### src/hdl/pl_pkg.sv
// ----------------------------------------------------------------------------
// pl_pkg
// Types and fixed constants of the positional list engine.
// ----------------------------------------------------------------------------
`timescale 1ns / 1ps

package pl_pkg;

    // Field widths of the request and response words
    localparam int FUNC_W   = 3;
    localparam int VALUE_W  = 32;
    localparam int POS_W    = 5;
    localparam int STATUS_W = 2;
    localparam int COUNT_W  = 5;

    // Most response words one read-all request gives
    localparam int MAX_RESULTS = 16;

    // Request codes; code 7 is unused and acts as a no-op
    typedef enum logic [FUNC_W-1:0] {
        FN_INS_FRONT = 3'd0,
        FN_INS_BACK  = 3'd1,
        FN_INS_POS   = 3'd2,
        FN_DEL_FRONT = 3'd3,
        FN_DEL_BACK  = 3'd4,
        FN_DEL_POS   = 3'd5,
        FN_READ_ALL  = 3'd6
    } t_func;

    // Response status codes
    typedef enum logic [STATUS_W-1:0] {
        ST_OK     = 2'd0,
        ST_BADPOS = 2'd1,
        ST_FULL   = 2'd2,
        ST_EMPTY  = 2'd3
    } t_status;

    // Controller states
    typedef enum logic [0:0] {
        S_IDLE = 1'b0,
        S_READ = 1'b1
    } t_state;

    // Controller to datapath
    typedef struct packed {
        logic accept;    // take the request word and execute it
        logic rd_next;   // load the next read-all entry into the output
    } t_cmd;

    // Datapath to controller
    typedef struct packed {
        logic out_free;  // output register can take a word this cycle
        logic rd_multi;  // request on the input is a read-all of two or more
        logic rd_last;   // next read-all entry is the final one
    } t_sts;

endpackage

### src/hdl/pl_req_if.sv
// ----------------------------------------------------------------------------
// pl_req_if
// Request channel: valid/ready handshake with func, value and pos.
// ----------------------------------------------------------------------------
`timescale 1ns / 1ps

interface pl_req_if;
    logic                                valid;
    logic                                ready;
    logic [pl_pkg::FUNC_W-1:0]           func;
    logic signed [pl_pkg::VALUE_W-1:0]   value;
    logic [pl_pkg::POS_W-1:0]            pos;

    modport source (output valid, func, value, pos, input ready);
    modport sink   (input valid, func, value, pos, output ready);
endinterface

### src/hdl/pl_rsp_if.sv
// ----------------------------------------------------------------------------
// pl_rsp_if
// Response channel: valid/ready handshake with status, count, element, last.
// ----------------------------------------------------------------------------
`timescale 1ns / 1ps

interface pl_rsp_if;
    logic                                valid;
    logic                                ready;
    logic [pl_pkg::STATUS_W-1:0]         status;
    logic [pl_pkg::COUNT_W-1:0]          count;
    logic signed [pl_pkg::VALUE_W-1:0]   element;
    logic                                last;

    modport source (output valid, status, count, element, last, input ready);
    modport sink   (input valid, status, count, element, last, output ready);
endinterface

### src/hdl/pl_ctrl.sv
// ----------------------------------------------------------------------------
// pl_ctrl
// Controller: accepts requests and sequences multi-word read-all responses.
// ----------------------------------------------------------------------------
`timescale 1ns / 1ps

module pl_ctrl (
    input  logic          i_clk,
    input  logic          i_rst_n,
    input  logic          i_req_valid,
    output logic          o_req_ready,
    input  pl_pkg::t_sts  i_sts,
    output pl_pkg::t_cmd  o_cmd
);

    pl_pkg::t_state r_state;
    pl_pkg::t_state n_state;

    // State register
    always_ff @(posedge i_clk) begin
        if (!i_rst_n) begin
            r_state <= pl_pkg::S_IDLE;
        end else begin
            r_state <= n_state;
        end
    end

    // Next state
    always_comb begin
        n_state = r_state;
        unique case (r_state)
            pl_pkg::S_IDLE: begin
                if (i_req_valid && i_sts.out_free && i_sts.rd_multi) begin
                    n_state = pl_pkg::S_READ;
                end
            end
            pl_pkg::S_READ: begin
                if (i_sts.out_free && i_sts.rd_last) begin
                    n_state = pl_pkg::S_IDLE;
                end
            end
            default: n_state = pl_pkg::S_IDLE;
        endcase
    end

    // Outputs
    always_comb begin
        o_req_ready    = 1'b0;
        o_cmd.accept   = 1'b0;
        o_cmd.rd_next  = 1'b0;
        unique case (r_state)
            pl_pkg::S_IDLE: begin
                o_req_ready  = i_sts.out_free;
                o_cmd.accept = i_req_valid && i_sts.out_free;
            end
            pl_pkg::S_READ: begin
                o_cmd.rd_next = i_sts.out_free;
            end
            default: begin
                o_req_ready = 1'b0;
            end
        endcase
    end

endmodule

### src/hdl/pl_dp.sv
// ----------------------------------------------------------------------------
// pl_dp
// Datapath: row of list cells with parallel shift, entry count, read-all
// index and the response output register.
// ----------------------------------------------------------------------------
`timescale 1ns / 1ps

module pl_dp #(
    parameter int CAPACITY = 16
) (
    input  logic                                i_clk,
    input  logic                                i_rst_n,
    input  pl_pkg::t_cmd                        i_cmd,
    output pl_pkg::t_sts                        o_sts,
    input  logic [pl_pkg::FUNC_W-1:0]           i_func,
    input  logic signed [pl_pkg::VALUE_W-1:0]   i_value,
    input  logic [pl_pkg::POS_W-1:0]            i_pos,
    input  logic                                i_rsp_ready,
    output logic                                o_rsp_valid,
    output logic [pl_pkg::STATUS_W-1:0]         o_status,
    output logic [pl_pkg::COUNT_W-1:0]          o_count,
    output logic signed [pl_pkg::VALUE_W-1:0]   o_element,
    output logic                                o_last
);

    localparam int CW = $clog2(CAPACITY + 1);
    localparam int IW = $clog2(CAPACITY);
    localparam int XW = ((CW > pl_pkg::POS_W) ? CW : pl_pkg::POS_W) + 1;

    // List cells and control registers
    logic signed [pl_pkg::VALUE_W-1:0] r_cells [CAPACITY];
    logic signed [pl_pkg::VALUE_W-1:0] n_cells [CAPACITY];
    logic [CW-1:0]                     r_count;
    logic [CW-1:0]                     n_count;
    logic [IW-1:0]                     r_rd_idx;
    logic [IW-1:0]                     r_rd_end;
    logic                              r_out_valid;
    logic [pl_pkg::STATUS_W-1:0]       r_out_status;
    logic [pl_pkg::COUNT_W-1:0]        r_out_count;
    logic signed [pl_pkg::VALUE_W-1:0] r_out_elem;
    logic                              r_out_last;

    // Decode signals
    pl_pkg::t_func    func;
    pl_pkg::t_status  req_status;
    logic [XW-1:0]    cnt_x;
    logic [XW-1:0]    pos_x;
    logic [XW-1:0]    idx_x;
    logic [XW-1:0]    rd_n_x;
    logic [XW-1:0]    rd_end_x;
    logic [XW-1:0]    n_count_x;
    logic             full;
    logic             empty;
    logic             ins_bad;
    logic             del_bad;
    logic             do_ins;
    logic             do_del;
    logic             is_read;

    assign func    = pl_pkg::t_func'(i_func);
    assign cnt_x   = XW'(r_count);
    assign pos_x   = XW'(i_pos);
    assign full    = (cnt_x == XW'(CAPACITY));
    assign empty   = (r_count == '0);
    assign ins_bad = (pos_x == '0) || (pos_x > cnt_x + XW'(1));
    assign del_bad = (pos_x == '0) || (pos_x > cnt_x);
    assign is_read = (func == pl_pkg::FN_READ_ALL);

    // Request decode: status, edit kind and zero-based cell index
    always_comb begin
        req_status = pl_pkg::ST_OK;
        do_ins     = 1'b0;
        do_del     = 1'b0;
        idx_x      = '0;
        unique case (func)
            pl_pkg::FN_INS_FRONT: begin
                if (full) req_status = pl_pkg::ST_FULL;
                else      do_ins     = 1'b1;
            end
            pl_pkg::FN_INS_BACK: begin
                idx_x = cnt_x;
                if (full) req_status = pl_pkg::ST_FULL;
                else      do_ins     = 1'b1;
            end
            pl_pkg::FN_INS_POS: begin
                idx_x = pos_x - XW'(1);
                if (ins_bad)   req_status = pl_pkg::ST_BADPOS;
                else if (full) req_status = pl_pkg::ST_FULL;
                else           do_ins     = 1'b1;
            end
            pl_pkg::FN_DEL_FRONT: begin
                if (empty) req_status = pl_pkg::ST_EMPTY;
                else       do_del     = 1'b1;
            end
            pl_pkg::FN_DEL_BACK: begin
                idx_x = cnt_x - XW'(1);
                if (empty) req_status = pl_pkg::ST_EMPTY;
                else       do_del     = 1'b1;
            end
            pl_pkg::FN_DEL_POS: begin
                idx_x = pos_x - XW'(1);
                if (empty)        req_status = pl_pkg::ST_EMPTY;
                else if (del_bad) req_status = pl_pkg::ST_BADPOS;
                else              do_del     = 1'b1;
            end
            pl_pkg::FN_READ_ALL: begin
                if (empty) req_status = pl_pkg::ST_EMPTY;
            end
            default: req_status = pl_pkg::ST_OK;
        endcase
    end

    // Cell shift: insert opens a gap at idx, delete closes it
    always_comb begin
        n_cells = r_cells;
        if (do_ins) begin
            for (int i = 0; i < CAPACITY; i++) begin
                if (XW'(i) == idx_x) n_cells[i] = i_value;
            end
            for (int i = 1; i < CAPACITY; i++) begin
                if (XW'(i) > idx_x) n_cells[i] = r_cells[i-1];
            end
        end
        if (do_del) begin
            for (int i = 0; i < CAPACITY - 1; i++) begin
                if (XW'(i) >= idx_x) n_cells[i] = r_cells[i+1];
            end
        end
    end

    // Count after the request
    always_comb begin
        n_count = r_count;
        if (do_ins)      n_count = r_count + CW'(1);
        else if (do_del) n_count = r_count - CW'(1);
    end
    assign n_count_x = XW'(n_count);

    // Read-all length, capped at the response limit
    assign rd_n_x   = (cnt_x > XW'(pl_pkg::MAX_RESULTS)) ? XW'(pl_pkg::MAX_RESULTS) : cnt_x;
    assign rd_end_x = rd_n_x - XW'(1);

    // Status to controller
    assign o_sts.out_free = !r_out_valid || i_rsp_ready;
    assign o_sts.rd_multi = is_read && (cnt_x > XW'(1));
    assign o_sts.rd_last  = (r_rd_idx == r_rd_end);

    // Control registers
    always_ff @(posedge i_clk) begin
        if (!i_rst_n) begin
            r_count     <= '0;
            r_out_valid <= 1'b0;
        end else begin
            if (i_cmd.accept) begin
                r_count <= n_count;
            end
            if (i_cmd.accept || i_cmd.rd_next) begin
                r_out_valid <= 1'b1;
            end else if (i_rsp_ready) begin
                r_out_valid <= 1'b0;
            end
        end
    end

    // Cells, read index and response word
    always_ff @(posedge i_clk) begin
        if (i_cmd.accept) begin
            r_cells      <= n_cells;
            r_rd_idx     <= IW'(1);
            r_rd_end     <= rd_end_x[IW-1:0];
            r_out_status <= req_status;
            r_out_count  <= n_count_x[pl_pkg::COUNT_W-1:0];
            r_out_elem   <= (is_read && !empty) ? r_cells[0] : '0;
            r_out_last   <= !(is_read && (cnt_x > XW'(1)));
        end else if (i_cmd.rd_next) begin
            r_rd_idx     <= r_rd_idx + IW'(1);
            r_out_status <= pl_pkg::ST_OK;
            r_out_elem   <= r_cells[r_rd_idx];
            r_out_last   <= (r_rd_idx == r_rd_end);
        end
    end

    assign o_rsp_valid = r_out_valid;
    assign o_status    = r_out_status;
    assign o_count     = r_out_count;
    assign o_element   = r_out_elem;
    assign o_last      = r_out_last;

endmodule

### src/hdl/positional_list_engine.sv
// A request's first response word is loaded into the output register on acceptance.
// Each edit shifts all cells in parallel; read-all of a nonempty list gives
// min(count, 16) words from the cell row read index, one per cycle unless stalled.
// A new request is taken once the last word of the previous one is loaded.
// Reset: synchronous, active low; clears count and output valid, cells stay unknown.
// ----------------------------------------------------------------------------
// positional_list_engine
// Ordered list of signed 32-bit values with insert/delete at front, back or
// position and an in-order read-out; controller plus datapath.
// ----------------------------------------------------------------------------
`timescale 1ns / 1ps

module positional_list_engine #(
    parameter int CAPACITY = 16
) (
    input  logic        i_clk,
    input  logic        i_rst_n,
    pl_req_if.sink      i_req,
    pl_rsp_if.source    o_rsp
);

    pl_pkg::t_cmd cmd;
    pl_pkg::t_sts sts;

    // Controller
    pl_ctrl u_ctrl (
        .i_clk       (i_clk),
        .i_rst_n     (i_rst_n),
        .i_req_valid (i_req.valid),
        .o_req_ready (i_req.ready),
        .i_sts       (sts),
        .o_cmd       (cmd)
    );

    // Datapath
    pl_dp #(
        .CAPACITY (CAPACITY)
    ) u_dp (
        .i_clk       (i_clk),
        .i_rst_n     (i_rst_n),
        .i_cmd       (cmd),
        .o_sts       (sts),
        .i_func      (i_req.func),
        .i_value     (i_req.value),
        .i_pos       (i_req.pos),
        .i_rsp_ready (o_rsp.ready),
        .o_rsp_valid (o_rsp.valid),
        .o_status    (o_rsp.status),
        .o_count     (o_rsp.count),
        .o_element   (o_rsp.element),
        .o_last      (o_rsp.last)
    );

endmodule

### src/flat_wrapper.sv
// flat-port wrapper written by rule: the top's interface ports become plain ports
module positional_list_engine_flat 
#(
    parameter int CAPACITY = 16
)
  (i_clk, i_rst_n, i_req_valid, i_req_func, i_req_value, i_req_pos, i_req_ready, o_rsp_valid, o_rsp_status, o_rsp_count, o_rsp_element, o_rsp_last, o_rsp_ready);
  pl_req_if i_req_i ();
  pl_rsp_if o_rsp_i ();
  input  logic i_clk;
  input  logic i_rst_n;
  input wire logic [$bits(i_req_i.valid)-1:0] i_req_valid;
  input wire logic [$bits(i_req_i.func)-1:0] i_req_func;
  input wire logic [$bits(i_req_i.value)-1:0] i_req_value;
  input wire logic [$bits(i_req_i.pos)-1:0] i_req_pos;
  output wire logic [$bits(i_req_i.ready)-1:0] i_req_ready;
  output wire logic [$bits(o_rsp_i.valid)-1:0] o_rsp_valid;
  output wire logic [$bits(o_rsp_i.status)-1:0] o_rsp_status;
  output wire logic [$bits(o_rsp_i.count)-1:0] o_rsp_count;
  output wire logic [$bits(o_rsp_i.element)-1:0] o_rsp_element;
  output wire logic [$bits(o_rsp_i.last)-1:0] o_rsp_last;
  input wire logic [$bits(o_rsp_i.ready)-1:0] o_rsp_ready;
  assign i_req_i.valid = i_req_valid;
  assign i_req_i.func = i_req_func;
  assign i_req_i.value = i_req_value;
  assign i_req_i.pos = i_req_pos;
  assign i_req_ready = i_req_i.ready;
  assign o_rsp_valid = o_rsp_i.valid;
  assign o_rsp_status = o_rsp_i.status;
  assign o_rsp_count = o_rsp_i.count;
  assign o_rsp_element = o_rsp_i.element;
  assign o_rsp_last = o_rsp_i.last;
  assign o_rsp_i.ready = o_rsp_ready;
  positional_list_engine #(.CAPACITY(CAPACITY)) u_core (.i_clk(i_clk), .i_rst_n(i_rst_n), .i_req(i_req_i), .o_rsp(o_rsp_i));
endmodule
### config.mk
export PLATFORM = sky130hd
export DESIGN_NAME = positional_list_engine_flat
export DESIGN_NICKNAME = d
export VERILOG_FILES = /design/src/hdl/pl_pkg.sv /design/src/hdl/pl_req_if.sv /design/src/hdl/pl_rsp_if.sv /design/src/hdl/pl_ctrl.sv /design/src/hdl/pl_dp.sv /design/src/hdl/positional_list_engine.sv /design/src/flat_wrapper.sv
export SDC_FILE = /design/constraint.sdc
export NUM_CORES = 2
export LEC_CHECK = 0
export CELL_PAD_IN_SITES_DETAIL_PLACEMENT = 1
export CELL_PAD_IN_SITES_GLOBAL_PLACEMENT = 2
export CORE_MARGIN = 1
export CORE_UTILIZATION = 41
export CTS_BUF_LIST = sky130_fd_sc_hd__clkbuf_4 sky130_fd_sc_hd__clkbuf_8
export DETAILED_ROUTE_END_ITERATION = 8
export DONT_BUFFER_PORTS = 1
export PLACE_DENSITY = 0.84
export SYNTH_ARGS = -nofsm -noshare
export SYNTH_HDL_FRONTEND = slang
export SYNTH_SLANG_ARGS = --single-unit
### constraint.sdc
create_clock -name i_clk -period 16.05 [get_ports i_clk]
set_input_delay 2.4075 -clock i_clk [delete_from_list [all_inputs] [get_ports i_clk]]
set_output_delay 2.4075 -clock i_clk [all_outputs]
set_load 0.05 [all_outputs]
== Word-level counts from Yosys, hierarchy flattened ==
Index checks and enable logic that the tools add are counted.
Storage, ports and cells
  register bits: 567
  bits of input ports: 44
  output and inout bits: 42
  logic and storage cells: 199
Cells by class
  add/sub/neg operators: 7
  magnitude comparators: 35
  equality and inequality tests: 23
  mux-type cells: 83
  bitwise logic cells: 2
  reduce and logical (&&, ||, !) cells: 24
Operator list (number)
  $mux 32: 51
  $mux 512: 1
  $mux 480: 1
  $bmux 32 s4: 1
  $eq 4x6->1 const A: 8
  $gt 4x6->1 const A: 8
  $ge 4x6->1 const A: 7
  $eq 3x6->1 const A: 4
  $ge 3x6->1 const A: 4
  $gt 3x6->1 const A: 4
  $pmux 6 s3: 1
  $mux 1: 15
  $eq 2x6->1 const A: 2
  $ge 1x6->1 const A: 2
  $ge 2x6->1 const A: 2
  $gt 2x6->1 const A: 2
  $logic_not 6->1: 2
  $mux 2: 6
  $sub 5x1->6 const B: 2
  $mux 5: 2
  $eq 3x3->1 const B: 3
  $pmux 2 s4: 1
  $add 5x1->6 const B: 1
  $eq 1x6->1 const A: 1
  27 further kinds: 43

== Depth between registers and ports, before layout ==
  depth in word-level cells: 9
  depth in mapped cells: 16
  mapped depth without buffers: 12

== Hierarchy ==
Synthesis repeated with hierarchy kept, for this count alone.
Second synthesis, totals
  cells, all modules: 3574
  area, all modules: 38269.2 um^2
By module, submodules not included
  pl_dp: times used 1, cells each 3567, area an instance 38205.4 um^2, seq. area each 16896.2 um^2
  pl_ctrl: times used 1, cells each 7, area an instance 63.8 um^2, seq. area each 20.0 um^2

== Worst setup path after synthesis ==
No wires, ideal clock.
  kind: input -> register
  start: input o_rsp_ready
  end: register u_core.u_dp.r_out_elem, in the netlist u_core.u_dp.o_element[10] (data pin)
  data arrival time: 16.249 ns
  data required time: 15.794 ns
  path slack: -0.455 ns
  stages on the path: 8
  path buffers: 2
  path through: nor2b_1 -> nor2_1 -> nand2_1 -> clkinv_1 -> and4_1 -> clkbuf_1 -> clkbuf_1 -> a22o_1
RTL lines
  start: declaration: line flat_wrapper.sv:21  | input wire logic [$bits(o_rsp_i.ready)-1:0] o_rsp_ready;
  end signal: assignment: line pl_dp.sv:173  | r_out_elem <= (is_read && !empty) ? r_cells[0] : '0;
  end signal: assignment: line pl_dp.sv:178  | r_out_elem <= r_cells[r_rd_idx];
  end: declaration: line pl_dp.sv:40  | logic signed [pl_pkg::VALUE_W-1:0] r_out_elem;

==> flow_metrics.py <==
metrics = {
    "status": {
        "outcome": "complete, no violations",
    },
    "yosys": {
        "synthCells": 3564,
        "synth_cell_types": 80,
        "synth_ff_type": "edfxtp_1",
        "synth-seq-cells": 567,
        "ys_warn_count": 0,
        "synthArstFlopShare_pct": 0,
        "syn_area_per_cell_um2": 10.5,
        "syn_area_um2": 37500,
        "synth_area_leaders": "edfxtp_1 (45%), mux4_2 (9.6%), nand2_1 (3.9%), nor2_1 (3.7%), a22oi_1 (3.1%)",
        "synth-edff-count": 556,
        "yosysTopAreaCellShare_pct": 44.6,
        "yosysTopAreaCell": "edfxtp_1",
        "syn-num-nets": 3624,
        "yosysSeqAreaShare_pct": 45.1,
    },
    "clock_network": {
        "cts-root-buf": "clkbuf_8",
        "htreeDepth": 3,
        "postCtsSetupBuffers": 0,
        "clk_latency_ns": 0.80,
        "cts-resized-gates": 0,
        "path_clk_slew_ns": 0.06,
        "holdBufCountCts": 0,
        "cts_tree": "built",
        "cts_num_sinks": 567,
        "cts_buffers": 107,
        "clk_path_buf_depth": 3,
    },
    "sta": {
        "rsz0062_at_grt": "false",
        "achievable-frequency_ghz": 0.134,
        "tightestPinTransition_ns": 1.40,
        "period_share_pct": 46.6,
        "tns_ns": 0,
        "finalHoldViolations": 0,
        "finalSetupViolCount": 0,
        "hold_slack_ns": 0.573,
        "slew_violations": 0,
        "worst_slack_ns": 8.58,
        "clock_skew_ns": 0.0732,
        "fin_crit_ns": 7.47,
        "maxSlewHeadroom_pct": 6.04,
    },
    "placement": {
        "io_buffers": 0,
        "placed_cell_area_um2": 38200,
        "dp_hpwl_um": 95400,
        "dp_cells": 4418,
        "post-place-ws_ns": 8.10,
        "place_congestion": 0.912,
    },
    "die": {
        "die-area_um2": 92600,
        "ios": 86,
        "die_w_um": 304,
        "row_count": 110,
        "die_h_um": 304,
        "core_um2": 90300,
        "start_util_pct": 41.5,
    },
    "route": {
        "antenna_left": 0,
        "wl_per_cell_um": 35.9,
        "vias_per_cell": 7.57,
        "drt-initial-drc-count": 6176,
        "via_count": 35007,
        "finalWirelength_um": 166000,
        "drtPass1Iterations": 8,
        "drc_errors": 0,
    },
    "pwr": {
        "p_sw_mw": 2.12,
        "clkPwrFrac_pct": 26.4,
        "combPwrFrac_pct": 30.5,
        "power_density_nw_per_um2": 138,
        "sw_frac_of_total_pct": 38.2,
        "ir_drop_uv": 72.0,
        "p_seq_share_pct": 43.1,
        "p_leak_nw": 13.2,
        "p_int_mw": 3.44,
    },
    "setup_path": {
        "critPathCaptureType": "flip-flop",
        "crit_arrival_ns": 8.04,
        "required_ns": 16.62,
        "critPathKind": "in -> reg",
        "cp_max_fo": 42,
        "cp-start-kind": "primary input",
    },
    "global_routing": {
        "gr-total-overflow": 0,
        "use_met3_pct": 9.95,
        "use_met2_pct": 53.4,
        "track_usage_pct": 34.9,
        "use_met1_pct": 45.0,
        "globalRoute.busiestLayer": "met2",
        "grt_pass1_wl_um": 242000,
        "antenna_found_initial": 6,
        "grt_max_degree": 120,
        "first_global_vias": 35633,
    },
    "layout": {
        "drive_gt1_share_pct": 16.9,
        "fin_area_um2": 40400,
        "area_growth_pct": 7.74,
        "stdcell_count": 4622,
        "nets": 3411,
    },
    "flow_run": {
        "maxCapViolations": 0,
    },
    "min_path": {
        "min_path_type": "reg -> reg",
    },
}
[kinds of logic (layout without fill, tap and decap cells)]
group,Yosys count,count (layout),share of synthesized area (%)
simple gates,1080,1080,13.6
compound gates,1173,1173,22.2
buf+inv,424,302,4.95
mux,288,288,13.2
fa+ha+maj,16,16,0.534
xor+xnor,16,16,0.374
flops,567,567,45.1
other cells,0,4,0
[metal layers]
metal | wire (um) | vias to the layer above
met5 | 95 | -
met4 | 8730 | 12
met3 | 21600 | 572
met2 | 74100 | 2794
met1 | 61600 | 17741
li1 | - | 13888
[critical path, cell delays in order]
cell	delay, ns
or3b_4	0.43
and3_1	0.21
or2_2	0.29
ha_1	0.33
inv_1	0.09
a22oi_1	0.10
o22ai_4	0.16
buf_4	0.58
and3_2	0.30
buf_4	0.71
or4_2	0.99
nand2_2	0.92
o22ai_1	0.44
[cell type report]
| class | instances | area, um2 |
|---|---|---|
| fill | 9758 | 49900 |
| antenna | 4 | 10.0 |
| timing repair buffer | 86 | 646 |
| clock inverter | 51 | 284 |
| inverter | 16 | 76.3 |
| multi-input combinational | 2573 | 19100 |
| clock buffer | 149 | 1830 |
| sequential | 567 | 16900 |
| tap | 1176 | 1470 |
[cells in the final DEF (no fill, tap or decap), types with 65 or more instances in the layout]
cell type and instances:
nor2_1 364, a21oi_1 210, mux2i_1 81, o21ai_0 121
mux4_2 160, o22ai_1 65, edfxtp_1 556, nand2_1 381
a222oi_1 91, o31ai_1 65, nor3_1 74, a31oi_1 153
a22oi_1 155, buf_4 86, clkbuf_8 114
[power groups by stage]
| stage | Clock, mW | Sequential (mW) | Combinational [mW] |
|---|---|---|---|
| after CTS | 1.48 | 2.37 | 1.63 |
| after global routing | 1.53 | 2.42 | 1.76 |
| after detailed placement | 0 | 2.40 | 1.63 |
| after global placement | 0 | 2.37 | 1.54 |
| final | 1.47 | 2.39 | 1.69 |
| after floorplan | 0 | 2.30 | 1.13 |
[flip-flops by register name, indices dropped and copies added (netlist names)]
register and count:
u_core.u_dp.o_status 2, u_core.u_dp.o_count 5, u_core.u_dp.o_rsp_valid 1, u_core.u_dp.r_count 5
u_core.u_dp.r_cells 512, u_core.u_dp.r_rd_idx 4, u_core.u_dp.o_element 32, u_core.u_dp.r_rd_end 4
u_core.u_dp.o_last 1, u_core.u_ctrl.r_state 1
[worst paths after layout]
check	startpoint	to	slack (ns)	cells past startpoint
min reg2reg	u_core.u_ctrl.r_state	u_core.u_dp.o_rsp_valid	0.57	2
max	i_req_func[2]	u_core.u_dp.r_cells[298]	8.58	13
max reg2reg	u_core.u_dp.r_count[0]	u_core.u_dp.r_cells[450]	8.86	14
min	u_core.u_ctrl.r_state	u_core.u_dp.o_rsp_valid	0.57	2
[stage by stage]
step | utilization, % | power (mW)
2_1_floorplan | - | 3.43
3_3_place_gp | 42.4 | 3.91
3_5_place_dp | 42.4 | 4.02
4_1_cts | 44.7 | 5.48
5_1_grt | 44.7 | 5.71
6_report | 44.7 | 5.56
[cells in the mapped netlist, drive strengths merged (7+ instances only)]
cell / n
edfxtp: 556
nand2: 390
nor2: 369
a21oi: 230
clkbuf: 230
buf: 178
mux4: 160
a22oi: 155
a31oi: 155
o21ai: 130
a222oi: 91
nor3: 87
mux2i: 81
and3: 70
o22ai: 67
o31ai: 66
a221oi: 64
mux2: 47
o31a: 35
and4: 34
a22o: 33
nand3b: 33
or4: 33
a2bb2oi: 32
o32ai: 32
o221ai: 31
nand3: 19
a32oi: 18
ha: 16
inv: 14
xnor2: 13
dfxtp: 11
nor2b: 10
o211ai: 9
nand4: 8
nand2b: 7
(Power assumes the default switching activity.)
